===== src/sv/fpsl_pkg.sv =====
package fpsl_pkg;

  // Fixed field widths.
  localparam int unsigned SPEED_W = 16;
  localparam int unsigned GAIN_W  = 24;
  localparam int unsigned PULSE_W = 11;
  localparam int unsigned ERR_W   = 17;
  localparam int unsigned PID_W   = 32;

  // Shared multiplier operands: coefficient side and data side.
  localparam int unsigned MUL_A_W = 26;
  localparam int unsigned MUL_B_W = 31;
  localparam int unsigned MUL_P_W = MUL_A_W + MUL_B_W;

  // Accumulator for both the filter sum and the three-term sum.
  localparam int unsigned ACC_W = 45;

  // Reciprocal division of the filter magnitude: dividend is below 2^RECIP_SHIFT.
  localparam int unsigned RECIP_SHIFT = 30;
  localparam int unsigned N_W         = RECIP_SHIFT;
  localparam int unsigned Q_W         = 16;

  // Tap weights fit this width for every supported tap count.
  localparam int unsigned WGT_W = 9;

  // Limits of speed and pulse.
  localparam logic signed [SPEED_W-1:0] SPEED_MAX  = 16'sd25600;
  localparam logic signed [SPEED_W-1:0] SPEED_MIN  = -16'sd25600;
  localparam logic [PULSE_W-1:0]        PULSE_BASE = 11'd1100;
  localparam logic signed [ACC_W-1:0]   PID_ROUND  = 45'sd32768;

  // Configuration register indexes.
  typedef enum logic [1:0] {
    REG_TARGET = 2'd0,
    REG_GAIN_P = 2'd1,
    REG_GAIN_I = 2'd2,
    REG_GAIN_D = 2'd3
  } reg_idx_e;

  // Saturate a speed value to plus or minus 100 percent.
  function automatic logic signed [SPEED_W-1:0] clamp_speed(input logic signed [SPEED_W-1:0] v);
    logic signed [SPEED_W-1:0] r;
    if (v > SPEED_MAX) begin
      r = SPEED_MAX;
    end else if (v < SPEED_MIN) begin
      r = SPEED_MIN;
    end else begin
      r = v;
    end
    return r;
  endfunction

endpackage


===== src/sv/fpsl_hist_mem.sv =====
module fpsl_hist_mem #(
  parameter int unsigned DEPTH = 17,
  parameter int unsigned AW    = 5
) (
  input  logic                           clk_i,
  input  logic                           we_i,
  input  logic [AW-1:0]                  waddr_i,
  input  logic [fpsl_pkg::SPEED_W-1:0]   wdata_i,
  input  logic [AW-1:0]                  raddr_i,
  output logic [fpsl_pkg::SPEED_W-1:0]   rdata_o
);
  import fpsl_pkg::*;

  logic [SPEED_W-1:0] mem_q [DEPTH];
  logic [SPEED_W-1:0] rdata_q;

  // One write port and one registered read port.
  always_ff @(posedge clk_i) begin
    if (we_i) begin
      mem_q[waddr_i] <= wdata_i;
    end
    rdata_q <= mem_q[raddr_i];
  end

  assign rdata_o = rdata_q;

endmodule


===== src/sv/fpsl_mul.sv =====
module fpsl_mul (
  input  logic                                 clk_i,
  input  logic signed [fpsl_pkg::MUL_A_W-1:0]  a_i,
  input  logic signed [fpsl_pkg::MUL_B_W-1:0]  b_i,
  output logic signed [fpsl_pkg::MUL_P_W-1:0]  p_o
);
  import fpsl_pkg::*;

  logic signed [MUL_P_W-1:0] p_q;

  // Signed product, registered before any use.
  always_ff @(posedge clk_i) begin
    p_q <= MUL_P_W'(a_i) * MUL_P_W'(b_i);
  end

  assign p_o = p_q;

endmodule


===== src/sv/filtered_pid_speed_loop_unit.sv =====
// Channel   Dir  Handshake                    Payload
// s_axis    in   s_axis_tvalid/s_axis_tready  speed_sample
// m_axis    out  m_axis_tvalid/m_axis_tready  drive_level, pulse_width_us, filtered_speed
// cfg       in   cfg_we_i                     setpoint, gain_p, gain_i, gain_d
//
// One sample runs from its transfer to the result register through the single shared
// multiplier: one tap per cycle, newest first, then read and product latency, then two
// products for the reciprocal division and three for the controller terms. The input is
// ready again in the cycle after the result register is loaded.
// Reset clears the history through a fill count, so no clearing pass is needed.
// The input is not ready while a sample is in work; a waiting result holds back only
// the final load of the next one.
module filtered_pid_speed_loop_unit #(
  parameter int unsigned FILTER_TAPS = 17
) (
  input  logic                                  clk_i,
  input  logic                                  rst_ni,
  // speed_sample [15:0]
  input  logic [15:0]                           s_axis_tdata,
  input  logic                                  s_axis_tvalid,
  output logic                                  s_axis_tready,
  // drive_level [15:0], pulse_width_us [26:16], filtered_speed [42:27], zero [47:43]
  output logic [47:0]                           m_axis_tdata,
  output logic                                  m_axis_tvalid,
  input  logic                                  m_axis_tready,
  input  logic                                  cfg_we_i,
  input  logic [1:0]                            cfg_idx_i,
  input  logic [fpsl_pkg::GAIN_W-1:0]           cfg_wdata_i
);
  import fpsl_pkg::*;

  localparam int unsigned AW       = $clog2(FILTER_TAPS);
  localparam int unsigned CW       = $clog2(FILTER_TAPS + 1);
  localparam int unsigned FIR_DIV  = 16 * FILTER_TAPS + (5 * FILTER_TAPS * (FILTER_TAPS - 1)) / 2;
  localparam int unsigned HALF_DIV = FIR_DIV / 2;
  localparam int unsigned RECIP    = (1 << RECIP_SHIFT) / FIR_DIV;
  localparam int unsigned W_MAX    = 16 + 5 * (FILTER_TAPS - 1);

  typedef enum logic [3:0] {
    ST_IDLE, ST_FIR, ST_ABS, ST_RECIP, ST_QEST, ST_QD, ST_CORR,
    ST_ERR, ST_P0, ST_P1, ST_P2, ST_P3, ST_RND, ST_OUT
  } state_e;

  state_e state_q;

  // Configuration registers.
  logic signed [SPEED_W-1:0] target_q;
  logic signed [GAIN_W-1:0]  gain_p_q, gain_i_q, gain_d_q;

  // Long-lived loop state.
  logic [AW-1:0]             slot_q;
  logic [CW-1:0]             fill_q;
  logic signed [ERR_W-1:0]   e1_q, e2_q, err_q;
  logic signed [PID_W-1:0]   pid_acc_q;

  // Per-sample working registers.
  logic signed [MUL_A_W-1:0] a0_q, a1_q, a2_q;
  logic [AW-1:0]             rd_addr_q;
  logic [CW-1:0]             iss_cnt_q;
  logic [WGT_W-1:0]          wgt_q, wgt_p1_q;
  logic                      v1_q, v2_q, tap_ok_q;
  logic signed [ACC_W-1:0]   acc_q;
  logic [N_W-1:0]            n_q;
  logic                      neg_q;
  logic [Q_W-1:0]            q_q;
  logic signed [SPEED_W-1:0] filt_q;

  // Result register.
  logic                      out_vld_q;
  logic [47:0]               out_data_q;

  logic                      in_xfer;
  logic signed [SPEED_W-1:0] sample_c;
  logic [SPEED_W-1:0]        rd_data;
  logic signed [MUL_A_W-1:0] mul_a;
  logic signed [MUL_B_W-1:0] mul_b;
  logic signed [MUL_P_W-1:0] prod;
  logic signed [ACC_W-1:0]   acc_neg;
  logic [N_W-1:0]            mag;
  logic [MUL_B_W-1:0]        rem;
  logic [Q_W-1:0]            q_fin;
  logic signed [SPEED_W-1:0] tgt_c;
  logic signed [ACC_W-1:0]   sum_r;
  logic signed [PID_W:0]     pid_sum;
  logic signed [PID_W-1:0]   pid_next;
  logic signed [SPEED_W-1:0] drive;
  logic [SPEED_W:0]          drive_off;
  logic [PULSE_W-1:0]        pulse;
  logic                      out_free;

  assign in_xfer       = s_axis_tvalid && s_axis_tready;
  assign s_axis_tready = (state_q == ST_IDLE);
  assign m_axis_tvalid = out_vld_q;
  assign m_axis_tdata  = out_data_q;
  assign out_free      = !out_vld_q || m_axis_tready;
  assign sample_c      = clamp_speed(signed'(s_axis_tdata));
  assign tgt_c         = clamp_speed(target_q);

  fpsl_hist_mem #(
    .DEPTH (FILTER_TAPS),
    .AW    (AW)
  ) u_hist (
    .clk_i   (clk_i),
    .we_i    (in_xfer),
    .waddr_i (slot_q),
    .wdata_i (sample_c),
    .raddr_i (rd_addr_q),
    .rdata_o (rd_data)
  );

  // Operand selection for the shared multiplier.
  always_comb begin
    mul_a = '0;
    mul_b = '0;
    case (state_q)
      ST_FIR: begin
        mul_a = MUL_A_W'(wgt_p1_q);
        mul_b = tap_ok_q ? {{(MUL_B_W-SPEED_W){rd_data[SPEED_W-1]}}, rd_data} : '0;
      end
      ST_RECIP: begin
        mul_a = MUL_A_W'(RECIP);
        mul_b = {1'b0, n_q};
      end
      ST_QD: begin
        mul_a = MUL_A_W'(FIR_DIV);
        mul_b = {{(MUL_B_W-Q_W){1'b0}}, q_q};
      end
      ST_P0: begin
        mul_a = a0_q;
        mul_b = {{(MUL_B_W-ERR_W){err_q[ERR_W-1]}}, err_q};
      end
      ST_P1: begin
        mul_a = a1_q;
        mul_b = {{(MUL_B_W-ERR_W){e1_q[ERR_W-1]}}, e1_q};
      end
      ST_P2: begin
        mul_a = a2_q;
        mul_b = {{(MUL_B_W-ERR_W){e2_q[ERR_W-1]}}, e2_q};
      end
      default: begin
        mul_a = '0;
        mul_b = '0;
      end
    endcase
  end

  fpsl_mul u_mul (
    .clk_i (clk_i),
    .a_i   (mul_a),
    .b_i   (mul_b),
    .p_o   (prod)
  );

  // Division of the filter sum: magnitude and quotient correction; the sign is applied in the sequencer.
  always_comb begin
    acc_neg = -acc_q;
    mag     = acc_q[ACC_W-1] ? acc_neg[N_W-1:0] : acc_q[N_W-1:0];
    rem     = {1'b0, n_q} - prod[MUL_B_W-1:0];
    q_fin   = (rem >= MUL_B_W'(FIR_DIV)) ? q_q + 1'b1 : q_q;
  end

  // Rounding of the three-term sum and saturating accumulation.
  always_comb begin
    sum_r   = acc_q + PID_ROUND;
    pid_sum = (PID_W+1)'(pid_acc_q) + (PID_W+1)'(signed'(sum_r[ACC_W-1:16]));
    if (pid_sum[PID_W] != pid_sum[PID_W-1]) begin
      pid_next = pid_sum[PID_W] ? {1'b1, {(PID_W-1){1'b0}}} : {1'b0, {(PID_W-1){1'b1}}};
    end else begin
      pid_next = pid_sum[PID_W-1:0];
    end
  end

  // Drive clamp and servo pulse mapping.
  always_comb begin
    if (pid_acc_q > PID_W'(SPEED_MAX)) begin
      drive = SPEED_MAX;
    end else if (pid_acc_q < PID_W'(SPEED_MIN)) begin
      drive = SPEED_MIN;
    end else begin
      drive = pid_acc_q[SPEED_W-1:0];
    end
    drive_off = (SPEED_W+1)'(drive) + (SPEED_W+1)'(SPEED_MAX);
    pulse     = PULSE_BASE + PULSE_W'(drive_off[SPEED_W-1:6]);
  end

  // Sequencer, loop state and result register.
  always_ff @(posedge clk_i or negedge rst_ni) begin
    if (!rst_ni) begin
      state_q    <= ST_IDLE;
      target_q   <= '0;
      gain_p_q   <= '0;
      gain_i_q   <= '0;
      gain_d_q   <= '0;
      slot_q     <= '0;
      fill_q     <= '0;
      e1_q       <= '0;
      e2_q       <= '0;
      err_q      <= '0;
      pid_acc_q  <= '0;
      a0_q       <= '0;
      a1_q       <= '0;
      a2_q       <= '0;
      rd_addr_q  <= '0;
      iss_cnt_q  <= '0;
      wgt_q      <= '0;
      wgt_p1_q   <= '0;
      v1_q       <= 1'b0;
      v2_q       <= 1'b0;
      tap_ok_q   <= 1'b0;
      acc_q      <= '0;
      n_q        <= '0;
      neg_q      <= 1'b0;
      q_q        <= '0;
      filt_q     <= '0;
      out_vld_q  <= 1'b0;
      out_data_q <= '0;
    end else begin
      if (cfg_we_i) begin
        case (cfg_idx_i)
          REG_TARGET: target_q <= cfg_wdata_i[SPEED_W-1:0];
          REG_GAIN_P: gain_p_q <= cfg_wdata_i;
          REG_GAIN_I: gain_i_q <= cfg_wdata_i;
          REG_GAIN_D: gain_d_q <= cfg_wdata_i;
          default: ;
        endcase
      end

      // The output step reloads the result register itself.
      if (out_vld_q && m_axis_tready && state_q != ST_OUT) begin
        out_vld_q <= 1'b0;
      end

      case (state_q)
        ST_IDLE: begin
          if (in_xfer) begin
            rd_addr_q <= slot_q;
            slot_q    <= (slot_q == AW'(FILTER_TAPS - 1)) ? '0 : slot_q + 1'b1;
            fill_q    <= (fill_q == CW'(FILTER_TAPS)) ? fill_q : fill_q + 1'b1;
            iss_cnt_q <= '0;
            wgt_q     <= WGT_W'(W_MAX);
            v1_q      <= 1'b0;
            v2_q      <= 1'b0;
            acc_q     <= '0;
            a0_q      <= MUL_A_W'(gain_p_q) + MUL_A_W'(gain_i_q) + MUL_A_W'(gain_d_q);
            a1_q      <= -MUL_A_W'(gain_p_q) - (MUL_A_W'(gain_d_q) <<< 1);
            a2_q      <= MUL_A_W'(gain_d_q);
            state_q   <= ST_FIR;
          end
        end
        ST_FIR: begin
          // Issue one tap a cycle, newest first; read, product and sum follow.
          v1_q     <= (iss_cnt_q != CW'(FILTER_TAPS));
          tap_ok_q <= CW'(rd_addr_q) < fill_q;
          wgt_p1_q <= wgt_q;
          v2_q     <= v1_q;
          if (v2_q) begin
            acc_q <= acc_q + prod[ACC_W-1:0];
          end
          if (iss_cnt_q != CW'(FILTER_TAPS)) begin
            iss_cnt_q <= iss_cnt_q + 1'b1;
            wgt_q     <= wgt_q - WGT_W'(5);
            rd_addr_q <= (rd_addr_q == '0) ? AW'(FILTER_TAPS - 1) : rd_addr_q - 1'b1;
          end else if (!v1_q && !v2_q) begin
            state_q <= ST_ABS;
          end
        end
        ST_ABS: begin
          n_q     <= mag + N_W'(HALF_DIV);
          neg_q   <= acc_q[ACC_W-1];
          state_q <= ST_RECIP;
        end
        ST_RECIP: begin
          state_q <= ST_QEST;
        end
        ST_QEST: begin
          q_q     <= prod[RECIP_SHIFT+Q_W-1:RECIP_SHIFT];
          state_q <= ST_QD;
        end
        ST_QD: begin
          state_q <= ST_CORR;
        end
        ST_CORR: begin
          filt_q  <= neg_q ? -signed'(q_fin) : signed'(q_fin);
          state_q <= ST_ERR;
        end
        ST_ERR: begin
          err_q   <= ERR_W'(tgt_c) - ERR_W'(filt_q);
          state_q <= ST_P0;
        end
        ST_P0: begin
          state_q <= ST_P1;
        end
        ST_P1: begin
          acc_q   <= prod[ACC_W-1:0];
          state_q <= ST_P2;
        end
        ST_P2: begin
          acc_q   <= acc_q + prod[ACC_W-1:0];
          state_q <= ST_P3;
        end
        ST_P3: begin
          acc_q   <= acc_q + prod[ACC_W-1:0];
          state_q <= ST_RND;
        end
        ST_RND: begin
          pid_acc_q <= pid_next;
          e2_q      <= e1_q;
          e1_q      <= err_q;
          state_q   <= ST_OUT;
        end
        ST_OUT: begin
          if (out_free) begin
            out_vld_q  <= 1'b1;
            out_data_q <= {5'b0, filt_q, pulse, drive};
            state_q    <= ST_IDLE;
          end
        end
        default: begin
          state_q <= ST_IDLE;
        end
      endcase
    end
  end

  // A result appears only from the final sequencer step.
  a_out_from_seq: assert property (@(posedge clk_i) disable iff (!rst_ni)
    $rose(m_axis_tvalid) |-> $past(state_q == ST_OUT))
    else $error("result raised outside the output step");

  // The pulse stays inside the servo range.
  a_pulse_range: assert property (@(posedge clk_i) disable iff (!rst_ni)
    m_axis_tvalid |-> (m_axis_tdata[26:16] >= 11'd1100 && m_axis_tdata[26:16] <= 11'd1900))
    else $error("pulse width out of range");

  // The history fill count never passes the tap count.
  a_fill_bound: assert property (@(posedge clk_i) disable iff (!rst_ni)
    fill_q <= CW'(FILTER_TAPS))
    else $error("history fill count overflow");

  // The filter pipeline is drained before the division starts.
  a_fir_drained: assert property (@(posedge clk_i) disable iff (!rst_ni)
    (state_q == ST_ABS) |-> (!v1_q && !v2_q && iss_cnt_q == CW'(FILTER_TAPS)))
    else $error("filter sum taken before all taps were added");

endmodule

===== config.mk =====
export PLATFORM = sky130hd
export DESIGN_NAME = filtered_pid_speed_loop_unit
export DESIGN_NICKNAME = d
export VERILOG_FILES = /design/src/sv/fpsl_pkg.sv /design/src/sv/fpsl_hist_mem.sv /design/src/sv/fpsl_mul.sv /design/src/sv/filtered_pid_speed_loop_unit.sv
export SDC_FILE = /design/constraint.sdc
export NUM_CORES = 2
export LEC_CHECK = 0
export BUFFER_PORTS_ARGS = -buffer_cell sky130_fd_sc_hd__buf_2
export CAP_MARGIN = 20
export CORE_MARGIN = 8
export CORE_UTILIZATION = 30
export DETAILED_ROUTE_END_ITERATION = 10
export MAX_ROUTING_LAYER = met4
export SLEW_MARGIN = 5
export SYNTH_ARGS = -nofsm -noshare
export SYNTH_HDL_FRONTEND = slang
export SYNTH_HIERARCHICAL = 1
export SYNTH_SLANG_ARGS = --single-unit

===== constraint.sdc =====
create_clock -name clk_i -period 11.16 [get_ports clk_i]
set_input_delay 2.232 -clock clk_i [delete_from_list [all_inputs] [get_ports clk_i]]
set_output_delay 2.232 -clock clk_i [all_outputs]
set_load 0.03 [all_outputs]

Yosys cells after proc, flatten, opt, wreduce, memory -nomap -nowiden
Memories as Yosys holds them, arrays and structs flattened. A register that Yosys moved wholly into a read port is not among the register bits.
Cells that the tools add are included.

operators by class
  add/sub/neg operators = 20
  $mul = 1
  magnitude comparators = 8
  equal/unequal tests = 27
  muxes and demuxes = 41
  bitwise operators = 1
  reductions and logical operators = 25

operators by type and width
  kind                      number
  $pmux W31 S6              1
  $pmux W45 S4              1
  $pmux W26 S6              1
  $mux W16                  8
  $mux W45                  2
  $mux W32                  2
  $pmux W4 S14              1
  $mul A26 B31 Y46          1
  $add A45 B17 Y45 const B  1
  $add A45 B45 Y45          1
  $add A32 B29 Y33          1
  $gt A16 B16 Y1 const B    2
  $gt A32 B16 Y1 const B    1
  $lt A16 B16 Y1 const B    2
  $lt A32 B16 Y1 const B    1
  $ge A31 B10 Y1 const B    1
  $mux W31                  1
  $sub A30 B31 Y31          1
  $add A30 B9 Y30 const B   1
  $mux W30                  1
  $mux W5                   6
  $neg A30 Y30              1
  $add A25 B24 Y26          1
  $neg A24 Y26              1
  42 further kinds          83

storage, ports and cells
  register bits after elaboration = 490
  memory bits (writable) = 272
  input bits = 47
  memories = 1

memory list
  name          depth  bits a word  read ports  clocked after memory_dff  write ports  line                 source
  u_hist.mem_q  17     16           1           1                         1            fpsl_hist_mem.sv:14  logic [SPEED_W-1:0] mem_q [DEPTH];

Depth between registers and ports, before layout
  depth after elaboration = 5
  mapped depth = 36
  mapped depth without buffers = 31

Cells and area by module
Netlist, hierarchy kept.

by module, submodules not included
  module                        instances  cells an instance  area an instance (um^2)
  filtered_pid_speed_loop_unit  1          3588               31018.5
  fpsl_mul                      1          3258               29883.7
  fpsl_hist_mem                 1          474                10865.4

Worst setup path after synthesis
OpenSTA, ideal clock, no wires.

  kind = flip-flop to flip-flop
  start point = register state_q[0]
  end point = register u_mul/p_o[53] (netlist name)
  setup time = 122 ps
  arrival = 8845 ps
  data required time = 11038 ps
  path slack = 2193 ps
  cell stages (with the launch flop) = 35
  path through = dfrtp_1 -> clkbuf_1 -> nand2b_1 -> clkbuf_1 -> nor3_1 -> and2_1 -> clkbuf_1 -> nand2_1 -> nand2_1 -> clkbuf_1 -> a21o_1 -> clkbuf_1 -> nand2_1 -> fa_1 -> inv_1 -> fa_1 -> inv_1 -> fa_1 -> inv_1 -> fa_1 -> fa_1 -> fa_1 -> inv_1 -> fa_1 -> inv_1 -> ha_1 -> clkbuf_1 -> and3_1 -> a311o_1 -> a221o_1 -> a221oi_2 -> a31oi_1 -> o31ai_4 -> nor3_1 -> a311o_1

RTL lines
  element                   line                                 source
  start: declaration        filtered_pid_speed_loop_unit.sv:44   state_e state_q;
  start signal: assignment  filtered_pid_speed_loop_unit.sv:189  state_q <= ST_IDLE;
  start signal: assignment  filtered_pid_speed_loop_unit.sv:247  state_q <= ST_FIR;
  start signal: assignment  filtered_pid_speed_loop_unit.sv:264  state_q <= ST_ABS;

Worst setup path after layout
  start point = register state_q[2]
  end point = register u_mul.p_q[39], in the netlist u_mul/p_o[39]

between the ends
  cells in the longest elaborated chain, start to end = 3
  elaborated cells on any way between the ends = 9
  those cells by class = mul: 1; eq/ne: 6; mux: 2

RTL lines
  element                               line                                 source
  $eq A4 B4 Y1 (tied with other cells)  filtered_pid_speed_loop_unit.sv:115  case (state_q)
  $pmux W31 S6 *                        filtered_pid_speed_loop_unit.sv:115
  via mul_b[21]                         filtered_pid_speed_loop_unit.sv:76   logic signed [MUL_B_W-1:0] mul_b;
  $mul A26 B31 Y46 *                    fpsl_mul.sv:13                       p_q <= MUL_P_W'(a_i) * MUL_P_W'(b_i);
  end signal: assignment                fpsl_mul.sv:13
  end: declaration                      fpsl_mul.sv:9                        logic signed [MUL_P_W-1:0] p_q;

The timed path passes the listed nets; every way through them passes the cells marked *.
A chain may end at the register's enable or synchronous reset.

==> results.json <==
{
  "arrival_ps": 10350,
  "antenna_found_initial": 3,
  "crit_family": "adder cells",
  "max_stage_delay_ps": 960,
  "crit_top_cell": "fa_1",
  "ir_worst_vdd_mv": 0.195,
  "powerDensity_mw_per_mm2": 259,
  "drt-pass1-iter-count": 6,
  "worstSetupEndpointType": "flip-flop",
  "crit_buf_inv": 5,
  "holdBufCountCts": 0,
  "drv_slew": 0,
  "required_ps": 11670,
  "ctsResizeCount": 0,
  "critical_path_class": "flip-flop to flip-flop",
  "drtIter0Drc": 3892,
  "fp.dieW_um": 490,
  "wl_met3_mm": 8.98,
  "postSynthCellCount": 6878,
  "cts_buffers": 86,
  "core-area_mm2": 0.224,
  "highest_layer": "met4",
  "drt_wl_total_mm": 188,
  "total_leakage_power_nw": 33.8,
  "rsz0062_at_grt": "false",
  "grt_max_degree": 91,
  "crit_path_start_kind": "flip-flop",
  "postCtsSetupBuffers": 0,
  "die-area_mm2": 0.240,
  "fmax_mhz": 102,
  "worstPathMaxFanout": 38,
  "timing.slew.headroom": 0.189,
  "drive_gt1_frac": 0.0887,
  "insertion_delay_ps": 730,
  "avgViaCountPerCell": 4.98,
  "seq_area_mm2": 0.0205,
  "critical_path.startpoint": "state_q[2]",
  "syn_area_mm2": 0.0675,
  "cts_htree_levels": 3,
  "cts_buffer_depth": 3,
  "vias": 49300,
  "route.met2.wl_mm": 90.1,
  "timing.setup.tns_ps": 0,
  "clkTransAtPathRegs_ps": 60,
  "finalSetupViolCount": 0,
  "fin_skew_ps": 95.5,
  "grt_use_total": 0.157,
  "hold_path_class": "flip-flop to flip-flop",
  "outcome": "finished clean",
  "die_y_um": 490,
  "multi_input_area_mm2": 0.0420,
  "rows": 174,
  "cts_tree": "yes",
  "wl_per_cell_um": 19.0,
  "initial_core_util": 0.301,
  "numClockSinks": 776,
  "crit_slowest_cell": "nor2_4",
  "n_antenna_cell": 0,
  "num_io_pins": 97,
  "hold_violations": 0,
  "fill_cells": 22900,
  "instances_no_fill": 9889,
  "period_share": 0.882,
  "dp_hpwl_mm": 143,
  "place_congestion": 0.919,
  "syn2layout_area_growth_pct": 10.5,
  "worst_pin_slew_ps": 1210,
  "post_dp_cell_area_mm2": 0.0712,
  "avgSynthCellArea_um2": 9.81,
  "final_area_mm2": 0.0746,
  "drt-met1-wl_mm": 83.5,
  "yosys_warnings": 6,
  "grt_first_pass_wirelength_mm": 297,
  "cts_root_buffer": "clkbuf_16",
  "nets": 7974,
  "grt_pass1_vias": 51000,
  "hold_path_startpoint": "m_axis_tdata[3]",
  "drc_errors": 0,
  "drv_cap": 0,
  "dp_cells": 9721,
  "ant_nets": 0,
  "worstReg2RegStart": "state_q[2]",
  "post-route-min-period_ps": 9840,
  "overflow": 0,
  "portBuffers": 91
}
## worst min-delay path: stages, from the launching register on
cell and delay (ps):
dfrtp_1 340, nand2_1 50, nand2_1 40
## per-stage QoR
step	total power (W)	hold slack [ps]	setup slack, ps	utilization
global route	0.0208	481	856	0.333
detailed placement	0.0161	458	1440	0.318
floorplan	0.0125	431	2690	-
finish	0.0193	463	1320	0.333
CTS	0.0193	468	1360	0.332
global placement	0.0159	451	1370	0.317
## layout by cell type, fill, tap and decap left out, types with 36 or more instances in the layout
cell type	instances
nand2_1	1000
inv_1	964
fa_1	739
dfrtp_1	440
ha_1	362
and2_1	361
o21ai_0	317
nor2_1	281
edfxtp_1	272
a21oi_1	225
xnor2_1	163
xor2_1	118
mux2_2	106
buf_4	105
a21o_1	98
buf_2	90
nand3_1	89
clkbuf_16	86
nor3_1	62
dfxtp_1	62
mux4_2	61
nand2b_1	54
nand4_1	47
a222oi_1	40
a221oi_1	38
and3_1	36
a22oi_1	36
## layer usage
metal  global-route usage  vias up
li1                     -    22500
met1                0.210    25200
met2                0.257     1325
met3               0.0146      235
met4               0.0453        0
met5                    -        -
## flip-flops by register name, indices dropped and copies added (netlist names), 16 cells and up
name and count:
u_hist/mem_q 272, u_mul/p_o 46, acc_q 45, m_axis_tdata 41, pid_acc_q 32, n_q 30, a0_q 26, a1_q 26
a2_q 24, gain_d_q 24, gain_i_q 24, gain_p_q 24, e1_q 17, e2_q 17, err_q 17, filt_q 16
q_q 16, target_q 16, u_hist/rdata_o 16
## area by class of cell
type,count,area share
sequential,776,0.275
inverter,964,0.0485
tap,2992,0.0502
clock buffer,106,0.0313
clock inverter,53,0.0117
timing repair buffer,209,0.0203
multi-input combinational,4789,0.563
## worst paths after layout
kind	slack [ps]	cells past startpoint	endpoint
max	1320	27	u_mul/p_o[39]
min	460	2	m_axis_tdata[3]
min reg2reg	460	2	m_axis_tdata[3]
min in group asynchronous	1520	1	acc_q[37]
max reg2reg	1320	27	u_mul/p_o[39]
max in group asynchronous	7540	3	gain_p_q[22]
## power by group
group	internal (W)	switching, W
sequential	0.00370	0.000998
clock	0.00189	0.00127
combinational	0.00424	0.00719
Note: power is estimated with default switching activity, not from simulation.
